### config.mk
export PLATFORM = sky130hd
export DESIGN_NAME = kway_merge_engine_core
export DESIGN_NICKNAME = d
export VERILOG_FILES = /design/src/rtl/kwm_pkg.sv /design/src/rtl/kway_merge_engine_core.sv /design/src/rtl/kwm_head_ram.sv
export SDC_FILE = /design/constraint.sdc
export NUM_CORES = 1
export LEC_CHECK = 0
export BUFFER_PORTS_ARGS = -buffer_cell sky130_fd_sc_hd__buf_2
export CAP_MARGIN = 10
export CORE_AREA = 10 10 411 413
export DETAILED_ROUTE_END_ITERATION = 12
export DIE_AREA = 0 0 421 423
export PLACE_DENSITY = 0.48
export SYNTH_ARGS = -nofsm -noshare
export SYNTH_HDL_FRONTEND = slang
export SYNTH_SLANG_ARGS = --single-unit
### constraint.sdc
create_clock -name clk -period 4.8 [get_ports clk]
set_input_delay 0.48 -clock clk [delete_from_list [all_inputs] [get_ports clk]]
set_output_delay 0.48 -clock clk [all_outputs]
set_load 0.05 [all_outputs]
### src/rtl/kwm_pkg.sv
// Shared types and constants for the k-way merge engine.
// No dependencies; imported by the top level, kway_merge_engine_core.
package kwm_pkg;

  localparam int KEY_W      = 64;
  localparam int SRC_W      = 4;
  localparam int CNT_REG_W  = 5;
  localparam int CFG_DATA_W = 32;
  localparam int CFG_ADDR_W = 2;

  localparam logic [CNT_REG_W-1:0] SOURCE_COUNT_RESET = 5'd16;

  typedef enum logic [1:0] {
    ST_IDLE,
    ST_SCAN,
    ST_EMIT
  } kwm_state_t;

endpackage

### src/rtl/kway_merge_engine_core.sv
// K-way merge engine top level; depends on kwm_pkg and kwm_head_ram.
// An applied transfer moves the engine from idle to a scan of the head memory, one
// entry per cycle over the active sources (at most 16 entries), then to emit, which
// registers the result; in_stall is high until then, longer under out_stall. Priming
// items before the last and dropped items leave it in idle. Synchronous reset clears control
// state, restores source_count to 16 and leaves head keys undefined behind valid bits.
module kway_merge_engine_core #(
  parameter int MAX_SOURCES = 16,
  parameter int KEY_BITS    = 64
) (
  input  logic                             clk,
  input  logic                             rst_n,
  input  logic                             in_valid,
  output logic                             in_stall,
  input  logic [kwm_pkg::SRC_W-1:0]        in_source_index,
  input  logic [kwm_pkg::KEY_W-1:0]        in_record_key,
  input  logic                             in_stream_end,
  output logic                             out_valid,
  input  logic                             out_stall,
  output logic [kwm_pkg::KEY_W-1:0]        out_key,
  output logic [kwm_pkg::SRC_W-1:0]        out_source,
  output logic                             out_done_res,
  input  logic                             cfg_psel,
  input  logic                             cfg_penable,
  input  logic                             cfg_pwrite,
  input  logic [kwm_pkg::CFG_ADDR_W-1:0]   cfg_paddr,
  input  logic [kwm_pkg::CFG_DATA_W-1:0]   cfg_pwdata,
  output logic [kwm_pkg::CFG_DATA_W-1:0]   cfg_prdata,
  output logic                             cfg_pready
);
  import kwm_pkg::*;

  localparam int HEAD_DEPTH = (MAX_SOURCES < (1 << SRC_W)) ? MAX_SOURCES : (1 << SRC_W);
  localparam int IDX_W      = $clog2(HEAD_DEPTH);
  localparam int CNT_W      = $clog2(HEAD_DEPTH + 1);

  kwm_state_t state_r, state_nxt;

  logic [CNT_REG_W-1:0]  source_count_r;
  logic [HEAD_DEPTH-1:0] valid_r, valid_nxt;
  logic [CNT_REG_W-1:0]  primed_r, primed_nxt;
  logic [SRC_W-1:0]      awaited_r, awaited_nxt;
  logic                  finished_r, finished_nxt;
  logic [CNT_W-1:0]      scan_idx_r, scan_idx_nxt;
  logic                  rd_pend_r, rd_pend_nxt;
  logic [IDX_W-1:0]      rd_idx_r, rd_idx_nxt;
  logic                  found_r, found_nxt;
  logic [KEY_BITS-1:0]   best_key_r, best_key_nxt;
  logic [IDX_W-1:0]      best_idx_r, best_idx_nxt;
  logic                  out_valid_r, out_valid_nxt;
  logic [KEY_W-1:0]      out_key_r, out_key_nxt;
  logic [SRC_W-1:0]      out_source_r, out_source_nxt;
  logic                  out_done_r, out_done_nxt;

  logic                  cfg_wr;
  logic [CNT_REG_W-1:0]  count_nz;
  logic [CNT_REG_W-1:0]  active_n;
  logic [CNT_W-1:0]      scan_lim;
  logic                  in_xfer;
  logic                  priming;
  logic                  apply;
  logic [CNT_REG_W-1:0]  src_ext;
  logic [IDX_W-1:0]      src_idx;

  logic                  ram_wr_en;
  logic                  ram_rd_en;
  logic [IDX_W-1:0]      ram_rd_addr;
  logic [KEY_BITS-1:0]   ram_rd_data;

  assign cfg_wr     = cfg_psel && cfg_penable && cfg_pwrite && cfg_pready;
  assign cfg_pready = 1'b1;
  assign cfg_prdata = {{(CFG_DATA_W-CNT_REG_W){1'b0}}, source_count_r};

  assign count_nz = (source_count_r == '0) ? CNT_REG_W'(1) : source_count_r;
  assign active_n = (32'(count_nz) > MAX_SOURCES) ? CNT_REG_W'(MAX_SOURCES) : count_nz;
  assign scan_lim = (32'(active_n) > HEAD_DEPTH) ? CNT_W'(HEAD_DEPTH) : CNT_W'(active_n);

  assign in_stall = (state_r != ST_IDLE);
  assign in_xfer  = in_valid && !in_stall;
  assign src_ext  = CNT_REG_W'(in_source_index);
  assign src_idx  = in_source_index[IDX_W-1:0];
  assign priming  = (primed_r < active_n);
  assign apply    = in_xfer && !finished_r &&
                    (priming ? ((src_ext == primed_r) && (32'(in_source_index) < MAX_SOURCES))
                             : ((in_source_index == awaited_r) && (src_ext < active_n)));
  assign ram_wr_en = apply && !in_stream_end;

  kwm_head_ram #(
    .DEPTH (HEAD_DEPTH),
    .WIDTH (KEY_BITS)
  ) u_head_ram (
    .clk     (clk),
    .wr_en   (ram_wr_en),
    .wr_addr (src_idx),
    .wr_data (in_record_key[KEY_BITS-1:0]),
    .rd_en   (ram_rd_en),
    .rd_addr (ram_rd_addr),
    .rd_data (ram_rd_data)
  );

  always_comb begin
    state_nxt      = state_r;
    valid_nxt      = valid_r;
    primed_nxt     = primed_r;
    awaited_nxt    = awaited_r;
    finished_nxt   = finished_r;
    scan_idx_nxt   = scan_idx_r;
    rd_pend_nxt    = 1'b0;
    rd_idx_nxt     = rd_idx_r;
    found_nxt      = found_r;
    best_key_nxt   = best_key_r;
    best_idx_nxt   = best_idx_r;
    out_valid_nxt  = out_valid_r && out_stall;
    out_key_nxt    = out_key_r;
    out_source_nxt = out_source_r;
    out_done_nxt   = out_done_r;
    ram_rd_en      = 1'b0;
    ram_rd_addr    = scan_idx_r[IDX_W-1:0];

    unique case (state_r)
      ST_IDLE: begin
        if (apply) begin
          valid_nxt[src_idx] = !in_stream_end;
          if (priming) begin
            primed_nxt = primed_r + CNT_REG_W'(1);
          end
          if (!priming || (primed_r + CNT_REG_W'(1) == active_n)) begin
            state_nxt    = ST_SCAN;
            scan_idx_nxt = '0;
            found_nxt    = 1'b0;
          end
        end
      end
      ST_SCAN: begin
        if (scan_idx_r < scan_lim) begin
          ram_rd_en    = 1'b1;
          rd_pend_nxt  = 1'b1;
          rd_idx_nxt   = scan_idx_r[IDX_W-1:0];
          scan_idx_nxt = scan_idx_r + CNT_W'(1);
        end else if (!rd_pend_r) begin
          state_nxt = ST_EMIT;
        end
        if (rd_pend_r && valid_r[rd_idx_r] && (!found_r || (ram_rd_data < best_key_r))) begin
          found_nxt    = 1'b1;
          best_key_nxt = ram_rd_data;
          best_idx_nxt = rd_idx_r;
        end
      end
      ST_EMIT: begin
        if (!out_valid_r || !out_stall) begin
          out_valid_nxt = 1'b1;
          state_nxt     = ST_IDLE;
          if (found_r) begin
            out_key_nxt           = KEY_W'(best_key_r);
            out_source_nxt        = SRC_W'(best_idx_r);
            out_done_nxt          = 1'b0;
            valid_nxt[best_idx_r] = 1'b0;
            awaited_nxt           = SRC_W'(best_idx_r);
          end else begin
            out_key_nxt    = '0;
            out_source_nxt = '0;
            out_done_nxt   = 1'b1;
            finished_nxt   = 1'b1;
          end
        end
      end
      default: begin
        state_nxt = ST_IDLE;
      end
    endcase

    if (cfg_wr) begin
      state_nxt    = ST_IDLE;
      valid_nxt    = '0;
      primed_nxt   = '0;
      awaited_nxt  = '0;
      finished_nxt = 1'b0;
    end
  end

  always_ff @(posedge clk) begin
    if (!rst_n) begin
      state_r        <= ST_IDLE;
      source_count_r <= SOURCE_COUNT_RESET;
      valid_r        <= '0;
      primed_r       <= '0;
      awaited_r      <= '0;
      finished_r     <= 1'b0;
      rd_pend_r      <= 1'b0;
      out_valid_r    <= 1'b0;
    end else begin
      state_r     <= state_nxt;
      valid_r     <= valid_nxt;
      primed_r    <= primed_nxt;
      awaited_r   <= awaited_nxt;
      finished_r  <= finished_nxt;
      rd_pend_r   <= rd_pend_nxt;
      out_valid_r <= out_valid_nxt;
      if (cfg_wr) begin
        source_count_r <= cfg_pwdata[CNT_REG_W-1:0];
      end
    end
  end

  always_ff @(posedge clk) begin
    scan_idx_r   <= scan_idx_nxt;
    rd_idx_r     <= rd_idx_nxt;
    found_r      <= found_nxt;
    best_key_r   <= best_key_nxt;
    best_idx_r   <= best_idx_nxt;
    out_key_r    <= out_key_nxt;
    out_source_r <= out_source_nxt;
    out_done_r   <= out_done_nxt;
  end

  assign out_valid    = out_valid_r;
  assign out_key      = out_key_r;
  assign out_source   = out_source_r;
  assign out_done_res = out_done_r;

  // cfg_paddr is unused; there is a single register word
  logic unused_addr;
  assign unused_addr = ^cfg_paddr;

endmodule

### src/rtl/kwm_head_ram.sv
// Head-key memory: one write port, one read port, registered read data.
// Uses kwm_pkg only through the top level; no package items needed here.
module kwm_head_ram #(
  parameter int DEPTH = 16,
  parameter int WIDTH = 64
) (
  input  logic                     clk,
  input  logic                     wr_en,
  input  logic [$clog2(DEPTH)-1:0] wr_addr,
  input  logic [WIDTH-1:0]         wr_data,
  input  logic                     rd_en,
  input  logic [$clog2(DEPTH)-1:0] rd_addr,
  output logic [WIDTH-1:0]         rd_data
);

  logic [WIDTH-1:0] mem [DEPTH];

  always_ff @(posedge clk) begin
    if (wr_en) begin
      mem[wr_addr] <= wr_data;
    end
  end

  always_ff @(posedge clk) begin
    if (rd_en) begin
      rd_data <= mem[rd_addr];
    end
  end

endmodule
==> reports/results.ini <==
[cells_and_area]
syn_to_final_growth_pct = 16.9
utilization = 0.361
num-fill-cells = 14600
instances_no_fill = 4840
seqCellArea_um2 = 37800
layout-drive-gt1-share = 0.289
multi_input_area_um2 = 11000
nets = 2754

[global_route]
grt_pass1_vias = 25100
grt_start_max_net_pins = 108
grt_usage = 0.135
grt_pass1_wl_um = 177000
grt_overflow = 0
antenna_found_initial = 36

[timing]
hold_viol = 0
timing.final.crit_share = 0.813
finalMaxSlewViolations = 0
tightestPinTransition_ps = 1160
rsz0062_at_grt = false
post-route-min-period_ps = 3900
fmax_mhz = 256
timing.hold.ws_ps = 80.9
setup_viol = 0
skew_ps = 30.2
slew_headroom = 0.224

[yosys]
synth_compound_area_frac = 0.0183
yosys-top-cells-area = edfxtp_1 75%, mux4_2 15%, ha_1 1.9%, dfxtp_1 1.4%, nor2_1 0.83%
syn_avg_cell_area_um2 = 21.4
synth_top_area_share = 0.750
muxShareOfSynthArea = 0.149
synth_fa_ha_area_frac = 0.0195
synth-xor-area-share = 0.00357
ys_ff_latch = 1270
synth_common_cells = 1235 x edfxtp_1, 325 x mux4_2, 109 x nor2_1
synthArstFlopShare = 0
syn_inst = 2315
yosysMostFrequentCell = edfxtp_1
yosysUniqueCellTypes = 67
yosysWarnings = 0
yosysSeqAreaShare = 0.764
yosys.area_share.simple = 0.0266
yosys.area.top_type = edfxtp_1
synth_top_flop_cell = edfxtp_1
synth_top_family_by_area = multiplexers
synth_edf_count = 1235
synthesis.area_um2 = 49400

[routing]
via_count = 23300
initialDrtViolationCount = 2011
drc = 0
routed_wl_um = 122000
drt_first_pass_iters = 8
wl_per_cell_um = 25.2
via_per_inst = 4.81
postRouteAntennaNets = 0

[status]
status = finished, final reports clean

[pwr]
peakVddDrop_v = 0.000277
total_leakage_power_uw = 0.0186
p_per_area_nw_per_um2 = 395
finalPower_uw = 22800

[clock_network]
cts.clk_slew.worst_paths_ps = 60
cts_setup_buffers = 0
cts_resized = 0
cts_tree = yes
clock_latency_ps = 780
cts_buffers = 137
clock_path_buffers = 3
clock_sinks = 1270
cts-root-buf = clkbuf_16
hold_buffers = 6
htree_levels = 4

[worst_setup_path]
rr_worst_depth = 10
critPathArrivalTime_ps = 4310
cp.required_ps = 5210
cp-start-kind = flip-flop
timing.rr.start = u_head_ram.rd_data[43]
path_max_fanout = 44
critical_path_class = flip-flop to flip-flop
crit_path_max_incr_delay_ps = 780
crit_family = compound AO/OA/AOI/OAI gates
r2r-end = best_key_r[37]
slowest_stage = nor4_1
cp_num_buf_inv = 2
rrSetupSlack_ps = 900
endpoint_kind = flip-flop
path_cells = ha_1 -> a21oi_1 -> o21ai_0 -> a221oi_1 -> nor4_1 -> nor4_1 -> a21oi_1 -> buf_4 -> nor2_4 -> buf_12

[worst_hold_path]
min_to = u_head_ram.mem[5][5]
min_delay_path_depth = 1
worst_hold_path_type = input pin to flip-flop
min_from = in_record_key[5]

[die]
start_util = 0.309
fp.dieW_um = 421
dieHeight_um = 423
io_pins = 214
dieArea_um2 = 178000
num_rows = 147
core_um2 = 160000

[placed_design]
portBuffers = 156
dp_hpwl_um = 68800
gp_congestion = 0.734
placed_cells = 4583

[flow_run]
drv_cap = 0

## cell usage in the layout, fill, tap and decap left out, types with 18 or more instances in the layout
cell       count
buf_2        156
nor2_1        91
nand2_1       71
clkbuf_16    139
clkinv_2      20
dfxtp_1       35
clkinv_1      27
a21oi_1       39
mux4_2       325
nor2_4        18
ha_1          76
inv_1         71
nand3_1       20
buf_12        27
buf_4         30
conb_1        28
edfxtp_1    1235
clkbuf_1      23
## kinds of logic (layout without fill, tap and decap cells)
group,count (synthesis),count (layout)
buf+inv,205,538
fa+ha+maj,77,77
compound gates,136,136
xor+xnor,17,17
simple gates,277,277
other cells,2,34
flops,1270,1270
mux,331,331
## area by class of cell
class                   instances  area share
multi-input cells             866       0.190
well taps                    2160      0.0468
inverters                      74     0.00480
clock buffers                 162      0.0617
clock inverters                83      0.0150
flip-flops and latches       1270       0.654
repair buffers                219      0.0278
diodes                          6    0.000260
## sequential cells by signal, indices dropped and copies added, names as in the netlist, 2 cells and up
signal / cells
out_source: 4
valid_r: 16
rd_idx_r: 4
u_head_ram.rd_data: 64
u_head_ram.mem: 1024
source_count_r: 5
awaited_r: 4
best_idx_r: 4
state_r: 2
scan_idx_r: 5
best_key_r: 64
primed_r: 5
out_key: 64
## metrics by stage
stage               instance area, um2  worst slack, ps  TNS, ps
global route                     57800              792        0
floorplan                        49600             -699  -613370
global placement                 53300              897        0
CTS                              57800              836        0
detailed placement               53300              861        0
finish                           57800              899        0
## how the worst max path moves through the flow
stage,start,end,depth (start not counted)
after CTS,best_key_r[43],best_key_r[37],11
after detailed placement,best_key_r[43],best_key_r[35],11
final,u_head_ram.rd_data[43],best_key_r[37],10
after global placement,u_head_ram.rd_data[43],best_key_r[33],10
after global routing,best_key_r[43],best_key_r[37],11
after floorplan,source_count_r[1],u_head_ram.mem[12][0],9
## layer usage
layer	wire length (um)	part of all wire	global-route usage	up-vias
met5	161	0.0013	0	-
met4	3120	0.026	0.0412	24
met3	5890	0.048	0.0300	211
met2	62300	0.51	0.235	574
met1	50700	0.41	0.168	12500
li1	-	-	-	10000
## power breakdown
group          total, uW  internal, uW  switching [uW]
clock              10400          6050            4350
combinational        310          63.8             246
sequential         12100         12100            5.33
Power figures use the tool's default switching activity.
